--- src/tnept_pkg.sv ---
// Shared types and constants of the top-N extrema position tracker.
package tnept_pkg;

  // Fixed field widths
  localparam int unsigned VALUE_W = 33;
  localparam int unsigned PORT_COORD_W = 16;
  localparam int unsigned FUNC_W = 2;
  localparam int unsigned RANK_W = 6;
  localparam int unsigned CFG_IDX_W = 1;
  localparam int unsigned CFG_DATA_W = 7;
  localparam int unsigned ENTRIES_W = 7;

  // Command queue between front and back end
  localparam int unsigned QUEUE_DEPTH = 2;

  // Clear value in min mode: largest 33-bit two's complement value
  localparam logic signed [VALUE_W-1:0] FILL_MIN = 33'sh0_FFFF_FFFF;
  localparam logic signed [VALUE_W-1:0] FILL_MAX = '0;

  // Configuration register indexes
  localparam logic [CFG_IDX_W-1:0] CFG_ENTRIES_IN_USE = 1'd0;
  localparam logic [CFG_IDX_W-1:0] CFG_FIND_MINIMA = 1'd1;

  // Command codes
  typedef enum logic [FUNC_W-1:0] {
    OP_OFFER = 2'd0,
    OP_CLEAR = 2'd1,
    OP_READ  = 2'd2
  } op_t;

  // Back end states
  typedef enum logic {
    BK_IDLE = 1'b0,
    BK_READ = 1'b1
  } back_state_t;

  // One queued command
  typedef struct packed {
    op_t                        op;
    logic signed [VALUE_W-1:0]  value;
    logic [PORT_COORD_W-1:0]    x;
    logic [PORT_COORD_W-1:0]    y;
  } cmd_t;

  // Mode and list length seen by the back end
  typedef struct packed {
    logic find_minima;
    logic [ENTRIES_W-1:0] last_idx;
  } list_ctrl_t;

endpackage

--- src/tnept_front.sv ---
// Front end: takes commands, drops unused codes and queues the rest.
module tnept_front
  import tnept_pkg::*;
(
  input  logic                       clk,
  input  logic                       rst_n,
  input  logic                       start,
  output logic                       busy,
  input  logic [FUNC_W-1:0]          in_func,
  input  logic signed [VALUE_W-1:0]  in_sample_value,
  input  logic [PORT_COORD_W-1:0]    in_pos_x,
  input  logic [PORT_COORD_W-1:0]    in_pos_y,
  output logic                       cmd_valid,
  output cmd_t                       cmd,
  input  logic                       cmd_ready
);

  localparam int unsigned PTR_W = (QUEUE_DEPTH > 1) ? $clog2(QUEUE_DEPTH) : 1;
  localparam int unsigned CNT_W = $clog2(QUEUE_DEPTH + 1);

  cmd_t             queue_r [QUEUE_DEPTH];
  logic [PTR_W-1:0] wr_ptr_r, wr_ptr_nxt;
  logic [PTR_W-1:0] rd_ptr_r, rd_ptr_nxt;
  logic [CNT_W-1:0] count_r, count_nxt;
  logic             accept;
  logic             known;
  logic             push;
  logic             pop;
  cmd_t             new_cmd;

  // Classify the transaction: only defined codes reach the queue
  always_comb begin
    case (in_func)
      OP_OFFER, OP_CLEAR, OP_READ: known = 1'b1;
      default: known = 1'b0;
    endcase
    new_cmd.op    = op_t'(in_func);
    new_cmd.value = in_sample_value;
    new_cmd.x     = in_pos_x;
    new_cmd.y     = in_pos_y;
  end

  assign busy      = (count_r == CNT_W'(QUEUE_DEPTH));
  assign accept    = start && !busy;
  assign push      = accept && known;
  assign cmd_valid = (count_r != '0);
  assign pop       = cmd_valid && cmd_ready;
  assign cmd       = queue_r[rd_ptr_r];

  // Queue pointers and fill count
  always_comb begin
    wr_ptr_nxt = wr_ptr_r;
    rd_ptr_nxt = rd_ptr_r;
    count_nxt  = count_r;
    if (push) begin
      wr_ptr_nxt = (wr_ptr_r == PTR_W'(QUEUE_DEPTH - 1)) ? '0 : wr_ptr_r + 1'b1;
    end
    if (pop) begin
      rd_ptr_nxt = (rd_ptr_r == PTR_W'(QUEUE_DEPTH - 1)) ? '0 : rd_ptr_r + 1'b1;
    end
    case ({push, pop})
      2'b10:   count_nxt = count_r + 1'b1;
      2'b01:   count_nxt = count_r - 1'b1;
      default: count_nxt = count_r;
    endcase
  end

  always_ff @(posedge clk) begin
    if (!rst_n) begin
      wr_ptr_r <= '0;
      rd_ptr_r <= '0;
      count_r  <= '0;
    end else begin
      wr_ptr_r <= wr_ptr_nxt;
      rd_ptr_r <= rd_ptr_nxt;
      count_r  <= count_nxt;
    end
  end

  // Queue storage
  always_ff @(posedge clk) begin
    if (push) begin
      queue_r[wr_ptr_r] <= new_cmd;
    end
  end

endmodule

--- config.mk ---
export PLATFORM = sky130hd
export DESIGN_NAME = tnept_front
export DESIGN_NICKNAME = d
export VERILOG_FILES = /design/src/tnept_pkg.sv /design/src/tnept_front.sv
export SDC_FILE = /design/constraint.sdc
export NUM_CORES = 1
export LEC_CHECK = 0
export BUFFER_PORTS_ARGS = -buffer_cell sky130_fd_sc_hd__buf_2
export CAP_MARGIN = 20
export CORE_ASPECT_RATIO = 1.75
export CORE_UTILIZATION = 56
export CTS_CLUSTER_SIZE = 20
export DETAILED_ROUTE_END_ITERATION = 8
export HOLD_SLACK_MARGIN = 0.03
export MAX_ROUTING_LAYER = met4
export PLACE_DENSITY = 0.85
export SETUP_SLACK_MARGIN = 0.05
export SLEW_MARGIN = 15
export SYNTH_ARGS = -nofsm -noshare
export SYNTH_HDL_FRONTEND = slang
export SYNTH_SLANG_ARGS = --single-unit
--- constraint.sdc ---
create_clock -name clk -period 11.8 [get_ports clk]
set_input_delay 1.18 -clock clk [delete_from_list [all_inputs] [get_ports clk]]
set_output_delay 1.18 -clock clk [all_outputs]
set_load 0.05 [all_outputs]
# Word level (Yosys, flattened, before mapping)
# Memory sizes are Yosys's and may differ from the RTL's. A register that Yosys moved wholly into a read port is not among the register bits.
# Cells that the tools add are included.
[totals]
register_bits = 4
ram_bits = 134
out_inout_bits = 69
n_memories = 1
[classes]
add_sub_neg = 4
eq_ne = 5
n_mux = 8
reduce_logical = 8
[mem_list]
columns = ["name", "words", "width", "read_ports", "rd_ports_with_merged_regs", "wr", "line", "text"]
rows = [
  ["queue_r", 2, 67, 1, 1, 1, "tnept_front.sv:21", "cmd_t queue_r [QUEUE_DEPTH];"],
]
[ops]
columns = ["operator", "count"]
rows = [
  ["1-bit two-way mux", 7],
  ["2-bit equality test, second input constant", 3],
  ["2-bit by 1-bit equality test with 1-bit output, second input constant", 2],
  ["2-bit one-hot mux with 2 select lines", 1],
  ["2-bit nonzero test", 2],
  ["1-bit logical AND", 3],
  ["3-bit OR reduction", 1],
  ["1-bit adder, second input constant", 2],
  ["2-bit by 1-bit adder with 2-bit output, second input constant", 1],
  ["2-bit zero test", 1],
  ["2-bit by 1-bit subtractor with 2-bit output, second input constant", 1],
  ["1-bit zero test", 1],
]

# Longest topological paths before layout
# Gate-level depths: netlist of run 1.
[depth]
ltp_word = 6
depth_mapped = 6
ltp_nobuf = 6

# Worst setup path before layout of run 1
# OpenSTA, ideal clock, no wires.
[synth_timing]
path_type = "input-to-reg"
startpoint = "input in_func[1]"
endpoint = "memory queue_r[0][0] in the netlist's numbering, enable pin"
setup_ns = 0.493
arrival_time_ns = 4.203
t_required_ns = 11.307
setup_slack_ns = 7.105
path_stages = 3
path_buffers = 0
cell_sequence = "nand2_1 nand3b_1 nor2_1"
[synth_via]
elab_chain_len = 6
elab_cells_between_ends = 8
cone_classes = "2 x eq/ne; 3 x mux; 3 x reduce/logical"
[synth_lines]
columns = ["element", "line", "text"]
rows = [
  ["start, declared", "tnept_front.sv:9", "input logic [FUNC_W-1:0] in_func,"],
  ["2-bit by 1-bit equality test with 1-bit output, or another cell as far along", "tnept_front.sv:33", "case (in_func)"],
  ["3-bit OR reduction (*)", "tnept_front.sv:33", ""],
  ["1-bit two-way mux (*)", "tnept_front.sv:33", ""],
  ["1-bit logical AND (*)", "tnept_front.sv:45", "assign push = accept && known;"],
  ["1-bit two-way mux (*)", "tnept_front.sv:82", "if (push) begin"],
  ["1-bit two-way mux (not written as such) (*)", "tnept_front.sv:83", "queue_r[wr_ptr_r] <= new_cmd;"],
  ["end, declared", "tnept_front.sv:21", ""],
]
# Mark *: on every way between the ends. The rest lies on a longest branch, timed or not.

==> run summary, run 1 <==
Final Max Tran Viols = 0
Main synth FF type = edfxtp_1
clock root buffer = clkbuf_16
die area = 9430 um^2
distinct cell type count after synthesis = 19
CP startpoint kind = flip-flop
Worst path slowest cell = dfxtp_2
HP Start = wr_ptr_r
CP Capture Type = output pin
Max-cap violations = 0
port bufs = 139
die height = 128 um
area leader, netlist = edfxtp_1
worst path arrival time = 2.44 ns
Sink Count = 139
sequential fraction of the synthesis area = 0.815
Post-Syn Instances = 234
status = finished, final reports clean
VDD IR max = 0.181 mV
row count = 45
Leakage Power = 2.46 nW
post-synth net total = 306
Initial DRT Pass Iterations = 4
R2R depth = 4
syn avg cell area = 21.6 um^2
Final Cycle Share = 0.306
Critical R2R Launch = count_r[0]
share of the synthesized area in the top cell type = 0.796
pre-CTS setup slack = 8.47 ns
Synth Warn # = 0
Worst Hold Slack = 0.501 ns
flops & latches, synth = 139
worst min-delay path class = flip-flop to flip-flop
Starting Density = 0.579
Final Hold Viols = 0
RSZ-0062 raised after global routing = false
Layout area overhead = 29.1%
H-tree levels = 4
WL per Instance = 17.0 um
final setup vio count = 0
Remaining Overflow, GRT = 0
first-pass GRT wire length = 12.7 mm
Post-Syn Area = 5060 um^2
Hold Crit Depth = 2
Worst Hold Path EP = wr_ptr_r
Setup WS post-layout = 8.18 ns
Pwr per Cell Area = 263 nW/um^2
Iteration-0 DRC Markers = 91
clk slew on worst S/H paths = 0.06 ns
Post-CTS Hold Buffers = 0
CTS tree = yes
core area = 8730 um^2
Clock Skews = 0.00754 ns
Period minus WS final = 3.62 ns
EDFF count, synth = 134
length of routed met3 wiring = 341 um
Crit path largest cell delay = 0.85 ns
total CTS buffers = 17
# nets final = 460
Max clock buf depth = 2
RD Place Congestion = 0.761
vias per cell = 5.09
Worst-Skew Late Latency = 0.41 ns
DRC Markers = 0
post_cts resized = 0
Max Fanout on Critical Path = 35
routed wl met2 = 5.09 mm
chip width = 73.8 um
top cells by area in the synthesized netlist = edfxtp_1 80%, mux2_2 15%, dfxtp_1 2.0%
Rel. slew slack = 0.425
I/O pins = 140
initial antenna violation count = 1
setup TNS = 0 ns
met1 WL = 3.12 mm
Reg-to-Reg End = queue_r[1][3]
Synth async-reset ratio = 0
r2r setup slk = 9.26 ns
Layout fillers = 524
GRT Util Overall = 0.203
CP Class = flip-flop to output pin
share of cells above drive strength 1 = 0.606
uppermost layer routed = met4
Worst Tran Pin Value = 0.860 ns
Worst EP required = 10.62 ns
Setup Fix Bufs, Post-CTS = 0
largest net degree at the start of global routing = 47
Max Freq = 277 MHz
post-route ant nets = 0
Vias = 2643
vias in the first global route = 2549
HPWL Detailed = 5.78 mm
WL final = 8.80 mm
cells along the critical path = buf_4, mux2_2, buf_2
## cell usage in the layout (no fill, tap or decap), types with 2 or more instances in the layout
cell type,synthesis,routed
buf_2,4,139
clkbuf_1,0,2
nor2_4,0,2
nand2_1,3,3
edfxtp_1,134,134
clkbuf_16,0,17
xnor2_1,3,3
dfxtp_1,5,4
bufinv_16,0,5
buf_4,3,3
clkinv_2,0,5
nor2b_1,3,3
mux2_2,67,67
clkinv_4,0,2
## worst max-delay path, delay by kind of cell, from the launching register on
kind / cells / cell delay [ns]
flip-flops: 1 / 0.85
buffers and inverters: 2 / 0.74
multiplexers: 1 / 0.41
## worst max path at each step
stage,start,to,slack (ns)
2_1_floorplan,in_func[1],queue_r[0][0],7.10
3_3_place_gp,in_func[1],queue_r[1][1],8.51
4_1_cts,flip-flop,cmd[15],8.14
3_5_place_dp,in_func[1],queue_r[1][63],8.47
6_report,flip-flop,cmd[18],8.18
5_1_grt,flip-flop,cmd[15],8.03
## metal layers
| metal | global-route usage | vias to the layer above |
|---|---|---|
| met5 | - | - |
| met4 | 0.109 | 0 |
| met3 | 0.0676 | 19 |
| met2 | 0.345 | 96 |
| met1 | 0.199 | 1295 |
| li1 | - | 1233 |
## Yosys cell counts, types with 2 or more instances
master	number
nor2_1	2
buf_2	4
buf_4	3
nor2b_1	3
nand2_1	3
edfxtp_1	134
mux2_2	67
xnor2_1	3
dfxtp_1	5
## power by group
part / internal, mW / total, mW / switching [mW]
logic: 0.148 / 0.519 / 0.371
registers: 0.608 / 0.639 / 0.0312
clock network: 0.373 / 0.559 / 0.186
## stage by stage
step	total power, mW	instance area [um^2]	std cells	util
after floorplan	1.06	5060	234	-
after global placement	1.16	5900	486	0.676
after detailed placement	1.17	5900	486	0.676
after CTS	1.73	6530	518	0.748
after global routing	1.78	6530	519	0.748
final	1.72	6530	519	0.748
## registers in the layout (all words and copies together) (netlist names), named ones only
name	flops
count_r	2
wr_ptr_r	1
rd_ptr_r	1
queue_r	134
## kinds of logic (layout without fill, tap and decap cells)
kind of cell,Yosys count,count (layout),synth area share
DFF,139,139,0.815
muxes,68,68,0.151
and+or+nand+nor,12,12,0.0126
buffers and inverters,8,175,0.00915
AOI/OAI and AO/OA,3,3,0.00396
xor gates and xnor gates,3,3,0.00520
adders and majority gates,1,1,0.00247
other,0,1,0
## cell type report
type / instances / area (um^2) / share of cell area
Sequential cell: 139 / 4130 / 0.632
Multi-Input combinational cell: 87 / 902 / 0.138
Timing Repair Buffer: 142 / 718 / 0.110
Clock buffer: 19 / 433 / 0.0663
Clock inverter: 13 / 200 / 0.0307
Tap cell: 117 / 146 / 0.0224
Inverter: 1 / 3.75 / 0.000575
Antenna cell: 1 / 2.50 / 0.000383
(Power assumes the default switching activity.)
==> inputs of run 2 (changes only) <==
--- a/config.mk
+++ b/config.mk
@@ -8,12 +8,12 @@
 export BUFFER_PORTS_ARGS = -buffer_cell sky130_fd_sc_hd__buf_2
 export CAP_MARGIN = 20
 export CORE_ASPECT_RATIO = 1.75
-export CORE_UTILIZATION = 56
+export CORE_UTILIZATION = 52
 export CTS_CLUSTER_SIZE = 20
 export DETAILED_ROUTE_END_ITERATION = 8
 export HOLD_SLACK_MARGIN = 0.03
 export MAX_ROUTING_LAYER = met4
-export PLACE_DENSITY = 0.85
+export PLACE_DENSITY = 0.79
 export SETUP_SLACK_MARGIN = 0.05
 export SLEW_MARGIN = 15
 export SYNTH_ARGS = -nofsm -noshare
==> constraint.sdc (replaced) <==
create_clock -name clk -period 3.4 [get_ports clk]
set_input_delay 0.34 -clock clk [delete_from_list [all_inputs] [get_ports clk]]
set_output_delay 0.34 -clock clk [all_outputs]
set_load 0.05 [all_outputs]
==> run 2 against run 1 <==
Net effect:
- count of clock-buffer cells in the layout rose by 5
- cell count rose by 1.2%
- first-iteration DRC count grew 51%
- utilization decreased by 5.8 points
==> run summary, run 2 (synthesized netlist as in run 1, its figures left out) <==
Setup WS post-layout = 1.03 ns
row count = 47
initial antenna violation count = 0
max reg flops = 134
RD Place Congestion = 0.755
HP Start = in_pos_y[11]
Period minus WS final = 2.37 ns
Max Freq = 422 MHz
Max clock buf depth = 2
Cells after DPL = 493
worst path arrival time = 2.03 ns
Final Cycle Share = 0.697
Sink Count = 139
largest net degree at the start of global routing = 47
HPWL Detailed = 6.00 mm
VDD IR max = 0.555 mV
commonest non-fill, non-tap cell in the layout = buf_2
vias in the first global route = 2828
Final Non-Filler Cells = 525
die area = 10100 um^2
Non-Filler Cell Area, Final = 6540 um^2
H-tree levels = 4
CP Class = flip-flop to output pin
CP startpoint kind = flip-flop
Worst EP required = 3.06 ns
die height = 132 um
final setup vio count = 0
first-pass GRT wire length = 14.1 mm
Remaining Overflow, GRT = 0
status = finished, final reports clean
Initial DRT Pass Iterations = 5
# nets final = 462
Worst-Skew Late Latency = 0.40 ns
CTS tree = yes
Setup Fix Bufs, Post-CTS = 0
WL per Instance = 17.2 um
share of cells above drive strength 1 = 0.605
Post-CTS Hold Buffers = 0
Starting Density = 0.534
pre-CTS setup slack = 1.43 ns
Max Fanout on Critical Path = 46
RSZ-0062 raised after global routing = false
worst min-delay path class = input port to flip-flop
DRC Markers = 0
Final Max Tran Viols = 0
Leakage Power = 2.46 nW
Final Hold Viols = 0
Vias = 2637
Pwr per Cell Area = 900 nW/um^2
Largest regs = queue_r (134), count_r (2)
WL final = 9.06 mm
Rel. slew slack = 0.633
Reg with most FFs = queue_r
post-route ant nets = 0
ant diodes = 0
CP Capture Type = output pin
Worst Tran Pin Value = 0.551 ns
Max-cap violations = 0
core area = 9470 um^2
Clock Skews = 0.00585 ns
Critical R2R Launch = count_r[0]
GRT Util Overall = 0.198
commonest non-fill, non-tap cells in the layout = 139 x buf_2, 134 x edfxtp_1, 67 x mux2_2, 17 x clkbuf_16, 5 x clkinv_2
Layout area overhead = 29.2%
DP Area = 5930 um^2
port bufs = 139
I/O pins = 140
Layout fillers = 650
clock root buffer = clkbuf_16
Iteration-0 DRC Markers = 137
vias per cell = 5.02
total CTS buffers = 17
post_cts resized = 0
clk slew on worst S/H paths = 0.06 ns
chip width = 76.6 um
Overall Power = 5.88 mW
==> run 2: changes by cell type in the layout (fill, tap and decap cells not counted) <==
| cell | delta |
|---|---|
| clkinvlp_4 | -1 |
| bufinv_16 | -2 |
| clkbuf_8 | +4 |
| diode_2 | -1 |
| clkinv_4 | -2 |
| clkbuf_1 | +1 |
| buf_4 | +1 |
| buf_12 | +1 |
==> run 2: worst paths after layout <==
check,cells past startpoint,end,slack [ns]
worst min register to register,2,wr_ptr_r,0.52
worst max-delay path,3,cmd[22],1.03
worst min-delay path,1,queue_r[0][11],0.13
worst max register to register,4,queue_r[0][63],1.51
==> run 2: report_power, final <==
group | internal (mW) | switching, mW | leakage (nW)
Combinational | 0.528 | 1.31 | 0.878
Sequential | 2.11 | 0.0936 | 1.28
Clock | 1.23 | 0.614 | 0.304
==> run 2: cell type report <==
| cell class | count | area [um^2] | share of cell area |
|---|---|---|---|
| clock inverter | 8 | 115 | 0.0176 |
| multi-input combinational | 87 | 902 | 0.138 |
| inverter | 1 | 3.75 | 0.000574 |
| timing repair buffer | 144 | 746 | 0.114 |
| clock buffer | 24 | 492 | 0.0752 |
| sequential | 139 | 4130 | 0.631 |
| tap | 122 | 153 | 0.0234 |
==> run 2: stage by stage <==
step,util,hold WS (ns),setup TNS (ns)
4_1_cts,0.690,0.104,0
2_1_floorplan,-,0.439,-113.85
3_5_place_dp,0.626,0.517,0
5_1_grt,0.690,0.106,0
6_report,0.690,0.127,0
3_3_place_gp,0.626,0.491,0
==> run 2: routing by layer <==
layer / track usage / vias to the layer above / wire length [um]
li1: - / 1233 / -
met2: 0.357 / 80 / 5310
met3: 0.0462 / 14 / 343
met1: 0.195 / 1310 / 3200
met4: 0.0972 / 0 / 198
met5: - / - / 0
==> run 2: critical path, cell delays in order, from the launching register on <==
cell	delay [ns]
dfxtp_2	0.68
buf_12	0.32
mux2_2	0.38
buf_2	0.21
==> inputs of run 3 (changes only) <==
--- a/config.mk
+++ b/config.mk
@@ -5,6 +5,7 @@
 export SDC_FILE = /design/constraint.sdc
 export NUM_CORES = 1
 export LEC_CHECK = 0
+export ABC_AREA = 1
 export BUFFER_PORTS_ARGS = -buffer_cell sky130_fd_sc_hd__buf_2
 export CAP_MARGIN = 20
 export CORE_ASPECT_RATIO = 1.75
==> constraint.sdc (replaced) <==
create_clock -name clk -period 2.45 [get_ports clk]
set_input_delay 0.245 -clock clk [delete_from_list [all_inputs] [get_ports clk]]
set_output_delay 0.245 -clock clk [all_outputs]
set_load 0.05 [all_outputs]
==> run 3 against run 2 <==
Net effect:
- clock skew up 0.0011 ns
- sequential share of layout area down 7.0 points
- register-to-register slack worse by 0.72 ns
- highest routed layer unchanged
- sequential power up 31%
==> run summary, run 3 <==
status = finished, final reports clean
cells along the critical path = buf_4, mux2_2, buf_2
die area = 10400 um^2
final setup vio count = 0
post-synth net total = 320
chip width = 77.6 um
share of cells above drive strength 1 = 0.511
post_cts resized = 0
Critical R2R Launch = count_r[1]
GRT Util Overall = 0.214
worst path arrival time = 1.72 ns
Reg-to-Reg End = count_r[1]
Synth Area in XOR/XNOR = 0
met1 WL = 3.71 mm
post-route ant nets = 0
Layout fillers = 563
Rel. slew slack = 0.612
Remaining Overflow, GRT = 0
utilization after layout = 0.751
WL final = 10.4 mm
Starting Density = 0.531
setup TNS = 0 ns
Overall Power = 7.41 mW
Synth async-reset ratio = 0
Final Non-Filler Cells = 606
Pwr per Cell Area = 1010 nW/um^2
pre-CTS setup slack = 0.762 ns
H-tree levels = 4
Hold Crit Depth = 1
share of the synthesized area in the top cell type = 0.774
routed wl met2 = 6.03 mm
Max Fanout on Critical Path = 25
uppermost layer routed = met4
Max-cap violations = 0
WP depth = 3
Worst-Skew Late Latency = 0.40 ns
CP Class = flip-flop to output pin
core area = 9790 um^2
Sink Count = 139
HPWL Detailed = 6.16 mm
vias in the first global route = 3159
CP Capture Type = output pin
Initial DRT Pass Iterations = 4
Post-Synth Adder-Cell Area = 0.00241
Cells after DPL = 511
row count = 48
EDFF count, synth = 134
Largest regs = queue_r (134), count_r (2)
initial antenna violation count = 0
Setup WS post-layout = 0.486 ns
area leader, netlist = edfxtp_1
syn avg cell area = 21.0 um^2
Max Freq = 509 MHz
post-synthesis compound-gate area fraction = 0.00337
Reg with most FFs = queue_r
port bufs = 139
Period minus WS final = 1.96 ns
Buf/Inv on CP = 2
Synth top cells by count = 134 x edfxtp_1, 37 x mux2_2, 30 x mux2_4
RD Place Congestion = 0.811
Max clock buf depth = 2
Clock Skews = 0.00692 ns
DRC Markers = 0
commonest non-fill, non-tap cells in the layout = 139 x buf_2, 134 x edfxtp_1, 63 x dlygate4sd3_1, 37 x mux2_2, 30 x mux2_4
Worst path slowest cell = mux2_2
# nets final = 540
Iteration-0 DRC Markers = 119
RSZ-0062 raised after global routing = false
Post-Syn Instances = 248
Layout area overhead = 41.5%
commonest non-fill, non-tap cell in the layout = buf_2
worst min-delay path class = input port to flip-flop
max reg flops = 134
Post-Syn Area = 5200 um^2
Crit path max-delay family = buffers and inverters
Main synth FF type = edfxtp_1
CP startpoint kind = flip-flop
WL per Instance = 17.1 um
Critical Path Sink = cmd[21]
top cells by area in the synthesized netlist = edfxtp_1 77%, mux2_4 8.7%, mux2_2 8.0%
CTS tree = yes
vias per cell = 4.89
distinct cell type count after synthesis = 16
Worst Tran Pin Value = 0.582 ns
Final Max Tran Viols = 0
flops & latches, synth = 139
VDD IR max = 0.660 mV
clk slew on worst S/H paths = 0.06 ns
largest family of logic cells by synthesized area = multiplexers
I/O pins = 140
Final Hold Viols = 0
clock root buffer = clkbuf_16
total CTS buffers = 17
r2r setup slk = 0.79 ns
multiplexer share of the synthesized area = 0.167
simple-gate share of the synthesized area = 0.0192
largest net degree at the start of global routing = 44
Worst EP required = 2.20 ns
Synth Warn # = 0
Leakage Power = 2.90 nW
length of routed met3 wiring = 360 um
most frequent cell after synthesis = edfxtp_1
Crit path largest cell delay = 0.41 ns
first-pass GRT wire length = 15.4 mm
die height = 134 um
R2R depth = 10
HP Start = in_func[1]
Final Cycle Share = 0.802
sequential fraction of the synthesis area = 0.793
Vias = 2963
ant diodes = 0
## run 3: cell types whose count changed in the layout (fill, tap and decap cells not counted), moves of 4 or more
cell,previous run,this run
nor2_1,0,11
inv_1,1,5
mux2_4,0,30
dlygate4sd3_1,0,63
nand2_1,3,10
mux2_2,67,37
## run 3: report_power, final
part           total [mW]  switching (mW)  internal, mW
logic                1.75            1.19         0.559
registers            2.89          0.0600          2.83
clock network        2.77           0.889          1.88
## run 3: how the worst min path moves through the flow
stage	to	slack, ns
after floorplan	queue_r[0][0]	0.34
after global placement	queue_r[0][17]	0.43
after detailed placement	queue_r[0][2]	0.44
after CTS	queue_r[1][19]	0.03
after global routing	queue_r[0][14]	0.04
final	queue_r[1][66]	0.06
## run 3: kinds of logic after synthesis
family | after synthesis
fa+ha+maj | 1
flops | 139
mux | 67
buf+inv | 13
compound gates | 3
simple gates | 25
## run 3: what timing repair did
action / in CTS / in global routing
setup buffers: 0 / 0
endpoints found under the hold margin: 126 / 0
endpoints found under the setup margin: 0 / 0
hold buffers: 63 / 0
## run 3: metrics by stage
| step | area (um^2) | hold slack, ns |
|---|---|---|
| 2_1_floorplan | 5210 | 0.344 |
| 3_3_place_gp | 6060 | 0.432 |
| 3_5_place_dp | 6060 | 0.436 |
| 4_1_cts | 7360 | 0.0319 |
| 5_1_grt | 7360 | 0.0376 |
| 6_report | 7360 | 0.0568 |
## run 3: layer usage
| metal | up-vias | track usage |
|---|---|---|
| met5 | - | - |
| met4 | 0 | 0.117 |
| met3 | 20 | 0.0463 |
| met2 | 97 | 0.391 |
| met1 | 1446 | 0.203 |
| li1 | 1400 | - |
## run 3: cell type report
type / count / area (um^2) / area share
flip-flops and latches: 139 / 4130 / 0.561
repair buffers: 208 / 1380 / 0.188
multi-input cells: 96 / 1000 / 0.137
clock buffers: 21 / 470 / 0.0640
clock inverters: 11 / 190 / 0.0259
well taps: 125 / 156 / 0.0213
inverters: 6 / 22.5 / 0.00306
